--- src/hw/rtl/ptcp_pkg.sv ---
// Shared constants and types for the point-to-triangle closest point pipeline.
`timescale 1ns / 1ps
package ptcp_pkg;
	localparam int MUL_CH  = 32;  // partial product chunk width
	localparam int MUL_LAT = 3;   // multiplier pipeline depth
	localparam int SBITS   = 24;  // fraction bits of the s and t parameters

	localparam logic [SBITS:0] FRAC_ONE = {1'b1, {SBITS{1'b0}}};

	typedef enum logic [1:0] {
		PM_ZERO = 2'd0,
		PM_DIV  = 2'd1,
		PM_OMS  = 2'd2
	} pmode_t;

	typedef struct packed {
		logic   deg;
		pmode_t smode;
		pmode_t tmode;
	} sel_t;
endpackage

--- src/hw/rtl/ptcp_mul.sv ---
// Pipelined signed multiplier built from registered chunk partial products.
`timescale 1ns / 1ps
module ptcp_mul #(
	parameter int AW = 33,
	parameter int BW = 33
) (
	input  logic                 clk,
	input  logic                 en,
	input  logic signed [AW-1:0] a,
	input  logic signed [BW-1:0] b,
	output logic signed [AW+BW-1:0] p
);
	import ptcp_pkg::*;

	localparam int NA  = (AW + MUL_CH - 1) / MUL_CH;
	localparam int NB  = (BW + MUL_CH - 1) / MUL_CH;
	localparam int AX  = NA * MUL_CH;
	localparam int BX  = NB * MUL_CH;
	localparam int SW  = AX + BX;
	localparam int PWD = AW + BW;

	logic [AW-1:0] abs_a;
	logic [BW-1:0] abs_b;
	logic [AX-1:0] ma_s1;
	logic [BX-1:0] mb_s1;
	logic          neg_s1, neg_s2;
	logic [2*MUL_CH-1:0] pp_s2 [NA][NB];
	logic [SW-1:0] sum;
	logic signed [PWD-1:0] p_s3;

	assign abs_a = a[AW-1] ? (~a + 1'b1) : a;
	assign abs_b = b[BW-1] ? (~b + 1'b1) : b;

	always_comb begin
		sum = '0;
		for (int i = 0; i < NA; i++) begin
			for (int j = 0; j < NB; j++) begin
				sum = sum + (SW'(pp_s2[i][j]) << ((i + j) * MUL_CH));
			end
		end
	end

	always_ff @(posedge clk) begin
		if (en) begin
			ma_s1  <= AX'(abs_a);
			mb_s1  <= BX'(abs_b);
			neg_s1 <= a[AW-1] ^ b[BW-1];
			for (int i = 0; i < NA; i++) begin
				for (int j = 0; j < NB; j++) begin
					pp_s2[i][j] <= ma_s1[i*MUL_CH +: MUL_CH] * mb_s1[j*MUL_CH +: MUL_CH];
				end
			end
			neg_s2 <= neg_s1;
			p_s3   <= neg_s2 ? -sum[PWD-1:0] : sum[PWD-1:0];
		end
	end

	assign p = p_s3;
endmodule

--- config.mk ---
export PLATFORM = sky130hd
export DESIGN_NAME = ptcp_mul
export DESIGN_NICKNAME = d
export VERILOG_FILES = /design/src/hw/rtl/ptcp_pkg.sv /design/src/hw/rtl/ptcp_mul.sv
export SDC_FILE = /design/constraint.sdc
export NUM_CORES = 2
export LEC_CHECK = 0
export BUFFER_PORTS_ARGS = -buffer_cell sky130_fd_sc_hd__buf_2
export CORE_MARGIN = 5
export CORE_UTILIZATION = 60
export CTS_BUF_LIST = sky130_fd_sc_hd__clkbuf_4
export CTS_CLUSTER_DIAMETER = 40
export DETAILED_ROUTE_END_ITERATION = 10
export GPL_TIMING_DRIVEN = 1
export PLACE_DENSITY = 0.87
export SYNTH_ARGS = -nofsm -noshare
export SYNTH_HDL_FRONTEND = slang
export SYNTH_SLANG_ARGS = --single-unit
--- constraint.sdc ---
create_clock -name clk -period 8 [get_ports clk]
set_input_delay 1.6 -clock clk [delete_from_list [all_inputs] [get_ports clk]]
set_output_delay 1.6 -clock clk [all_outputs]
set_load 0.005 [all_outputs]
-- After elaboration in Yosys (flattened, before gate mapping)
Memory sizes are Yosys's and may differ from the RTL's.
Index checks and enable logic that the tools add are counted.
- register bits: 134
- RAM bits: 194
- input port bits: 68
- output and inout bits: 66
- word-level logic and storage cells: 26
- memories: 1
- memory list (memory ; depth ; bits a word ; read ports ; clocked after Yosys merged registers in ; write ports ; RTL line ; text):
    pp_s2 ; 2 ; 97 ; 2 ; 0 ; 2 ; ptcp_mul.sv:27 ; logic [2*MUL_CH-1:0] pp_s2 [NA][NB];
- add/subtract/negate cells: 6
- $mul: 4
- mux-type cells: 5
- bitwise operators: 3
- operators with widths (cell ; count):
    adder 66 bit ; 2
    adder 33 x 1 -> 33 bit, second input constant ; 2
    adder 64 x 66 -> 66 bit ; 1
    two-way mux 66 bit ; 1
    negator 66 bit ; 1
    inverter 33 bit ; 2
    multiplier 32 x 32 -> 64 bit ; 1
    two-way mux 32 bit ; 2
    multiplier 1 x 32 -> 33 bit ; 1
    multiplier 32 x 1 -> 33 bit ; 1
    multiplier 1 x 1 -> 2 bit ; 1
    two-way mux 1 bit ; 2
    XOR 1 bit ; 1

-- Depth between registers and ports, before layout
An unclocked memory read counts as a cell.
- word-level depth: 6
- gate-level depth with buffers: 28
- depth with buffers taken out: 26

-- Worst setup path before layout
No wires, ideal clock.
- path kind: reg-to-reg
- start: register mb_s1[8]
- end: memory pp_s2[0][94] (netlist bit) (data pin)
- library setup time: 263 ps
- arrival: 7303 ps
- data required time: 7737 ps
- path slack: 434 ps
- cell stages (with the launch flop): 25
- path buffers: 2
- period minus slack after synthesis: 7566 ps
- cells stage by stage: edfxtp_1 > clkbuf_1 > and2_1 > fa_1 > fa_1 > inv_1 > fa_1 > fa_1 > fa_1 > inv_1 > fa_1 > fa_1 > fa_1 > ha_1 > clkbuf_1 > a21o_1 > a21o_1 > a221oi_1 > nor4_1 > a21oi_1 > o41ai_1 > a311o_1 > a21o_1 > a311oi_1 > xnor2_1
- RTL lines (element ; RTL line ; text):
    from (decl) ; ptcp_mul.sv:25 ; logic [BX-1:0] mb_s1;
    from (signal assigned) ; ptcp_mul.sv:46 ; mb_s1 <= BX'(abs_b);
    to (decl) ; ptcp_mul.sv:27 ;

==> results.ini <==
[die]
dieHeight_um=289
rows=102
die-width_um=289
ios=134
die_area_um2=83600
start_util_pct=60.5
coreArea_um2=77300

[cells_and_area]
fin_nets=6199
layout_commonest_cell=fa_1
final_cells=6008
seqCellArea_um2=7900
area_delta_synth_final_pct=9.56
multi_input_area_um2=34900
final_cell_mix=fa_1 (927), inv_1 (874), and2_1 (666)
fillCellCount=5591
final_layout_size_suffix_gt1_share_pct=10.8

[clock_tree]
cts_tree=done
htreeDepth=3
clock_latency_ns=0.83
cts_buffers=78
path_clk_slew_ns=0.07
clkSinkCount=263
clockRootBuffer=clkbuf_4
clockBufferDepth=3

[timing]
max_slew_margin_pct=10.3
final.setup.worst_slack_ns=0.154
maxSlewViolCount=0
fin_crit_ns=7.85
hold_viol_final=0
fin_crit_sh_pct=98.1
fmax_mhz=127
fin_tns_setup_ns=0
timing.hold.ws_ns=0.438
setup_viol=0
tightest_slew_ns=1.35
fin_skew_ns=0.0844

[place]
portBuffers=133
dp_slack_ns=-0.237
dp_cells=5853
place.gp.congestion=0.985
dp_hpwl_um=103000

[global_route]
grt.total_usage_pct=30.9
grt_start_max_net_pins=181
grt_pass1_wl_um=201000
grt_pass1_vias=38100
antenna_found_initial=7
overflow=0

[outcome]
status=finished clean

[logic_synthesis]
syn_nets=6005
synth_flop_cell=edfxtp_1
yosys_warnings=0
netlist_area_um2=46800
synth_area_leaders=fa_1 (40%), edfxtp_1 (17%), and2_1 (8.9%), ha_1 (8.0%), inv_1 (7.0%)
netlist_instances=4710
synth_cell_type_count=75
seq_area_frac_synth_pct=16.9
syn_avg_cell_area_um2=9.93
ys_seq_elements=263
synth_top_area_cell=fa_1
synth_edf_count=263
async_reset_ff_share_pct=0
synth_top_cell_area_share_pct=39.8

[critical_path]
critical_path_class=flop to flop
cp_max_fo=10
end_kind=flop
cp-start-kind=flop
cp_data_arrival_time_ns=8.42
reg2reg_slack_ns=0.15
crit_required_ns=8.57

[job]
drv_cap=0

[routing]
drc=0
drtAntennaViolNets=0
drt-vias-per-instance=5.80
wire_per_inst_um=20.9
vias=34900
first_pass_iters=6
dr.first_iter.drc_count=2779
routed_wl_um=126000

[min_path]
worst_hold_path_type=flop to flop

## metrics by stage
| stage | area [um2] | util [%] |
|---|---|---|
| floorplan | 46800 | - |
| global placement | 49800 | 64.4 |
| detailed placement | 49800 | 64.4 |
| CTS | 51000 | 65.9 |
| global route | 51200 | 66.3 |
| finish | 51200 | 66.3 |
## metal layers
layer  track usage, %  share of wire [%]  vias to the layer above
li1                 -                  -                    14900
met1             38.7                 37                    17500
met2             50.1                 47                     1881
met3             9.02                 11                      485
met4             13.8                5.1                        4
met5                0              0.018                        -
## path summary, 6_finish.rpt
path / start / end / cells after the start
worst max register to register: mb_s1[2] / pp_s2[0][94] / 27
worst min register to register: neg_s1 / neg_s2 / 0
worst max-delay path: mb_s1[2] / pp_s2[0][94] / 27
worst min-delay path: neg_s1 / neg_s2 / 0
## critical path, stage by stage (launching register included)
cell,delay [ns]
edfxtp_1,0.38
buf_4,0.18
buf_4,0.15
and2_1,0.18
fa_1,0.55
inv_1,0.05
fa_1,0.52
fa_2,0.48
fa_1,0.55
inv_1,0.05
fa_1,0.51
fa_1,0.44
fa_1,0.48
fa_1,0.54
ha_4,0.21
a21o_1,0.17
a21o_1,0.19
a211oi_2,0.22
buf_4,0.18
nand3_1,0.08
buf_4,0.18
a21oi_2,0.13
buf_4,0.15
o41ai_4,0.08
a311o_1,0.30
a21o_1,0.24
a311oi_2,0.31
xnor2_1,0.09
## cell type report
class | instances | area share (%)
multi-input cells | 3328 | 68.0
flip-flops and latches | 263 | 15.4
inverters | 874 | 6.40
repair buffers | 359 | 5.46
well taps | 1040 | 2.54
clock buffers | 105 | 1.54
clock inverters | 35 | 0.625
diodes | 4 | 0.0195
## registers in the layout, summed over array words and instances (netlist names)
name	flops
neg_s1	1
p	66
pp_s2	129
ma_s1	33
neg_s2	1
mb_s1	33
## repair_timing
action	4_1_cts	5_1_grt
setup buffers	0	11
setup endpoints to repair	11	18
hold buffers	0	0
pin swaps	1	18
resized for setup	9	36
## cells in the mapped netlist, types with 9 or more instances
library cell / number
fa_1: 929
inv_1: 874
and2_1: 666
nand2_1: 556
ha_1: 298
edfxtp_1: 263
clkbuf_1: 236
xnor2_1: 160
o21ai_0: 100
a21oi_1: 91
nor2_1: 60
a21o_1: 48
xor2_1: 42
o31ai_1: 34
nand3_1: 29
nor3_1: 25
or3_1: 21
nand2b_1: 20
nand4_1: 20
a211oi_1: 19
o41ai_1: 17
and3_1: 14
o21bai_1: 14
o21a_1: 13
a211o_1: 12
nor2b_1: 11
a31oi_1: 10
nor4_1: 10
a21boi_0: 9
o211ai_1: 9
## logic make-up (layout without fill, tap and decap cells)
kind of cell / after synthesis / after routing / share of synthesized area [%]
AOI/OAI and AO/OA: 423 / 423 / 6.00
adders and majority gates: 1227 / 1227 / 47.7
DFF: 263 / 263 / 16.9
other: 0 / 4 / 0
buffers and inverters: 1119 / 1373 / 9.00
xor gates and xnor gates: 202 / 202 / 3.78
muxes: 2 / 2 / 0.0428
and+or+nand+nor: 1474 / 1474 / 16.6
Power is left out: the tool's default activity adds up to more than one toggle a clock period on the data nets, which glitch-free logic cannot reach.
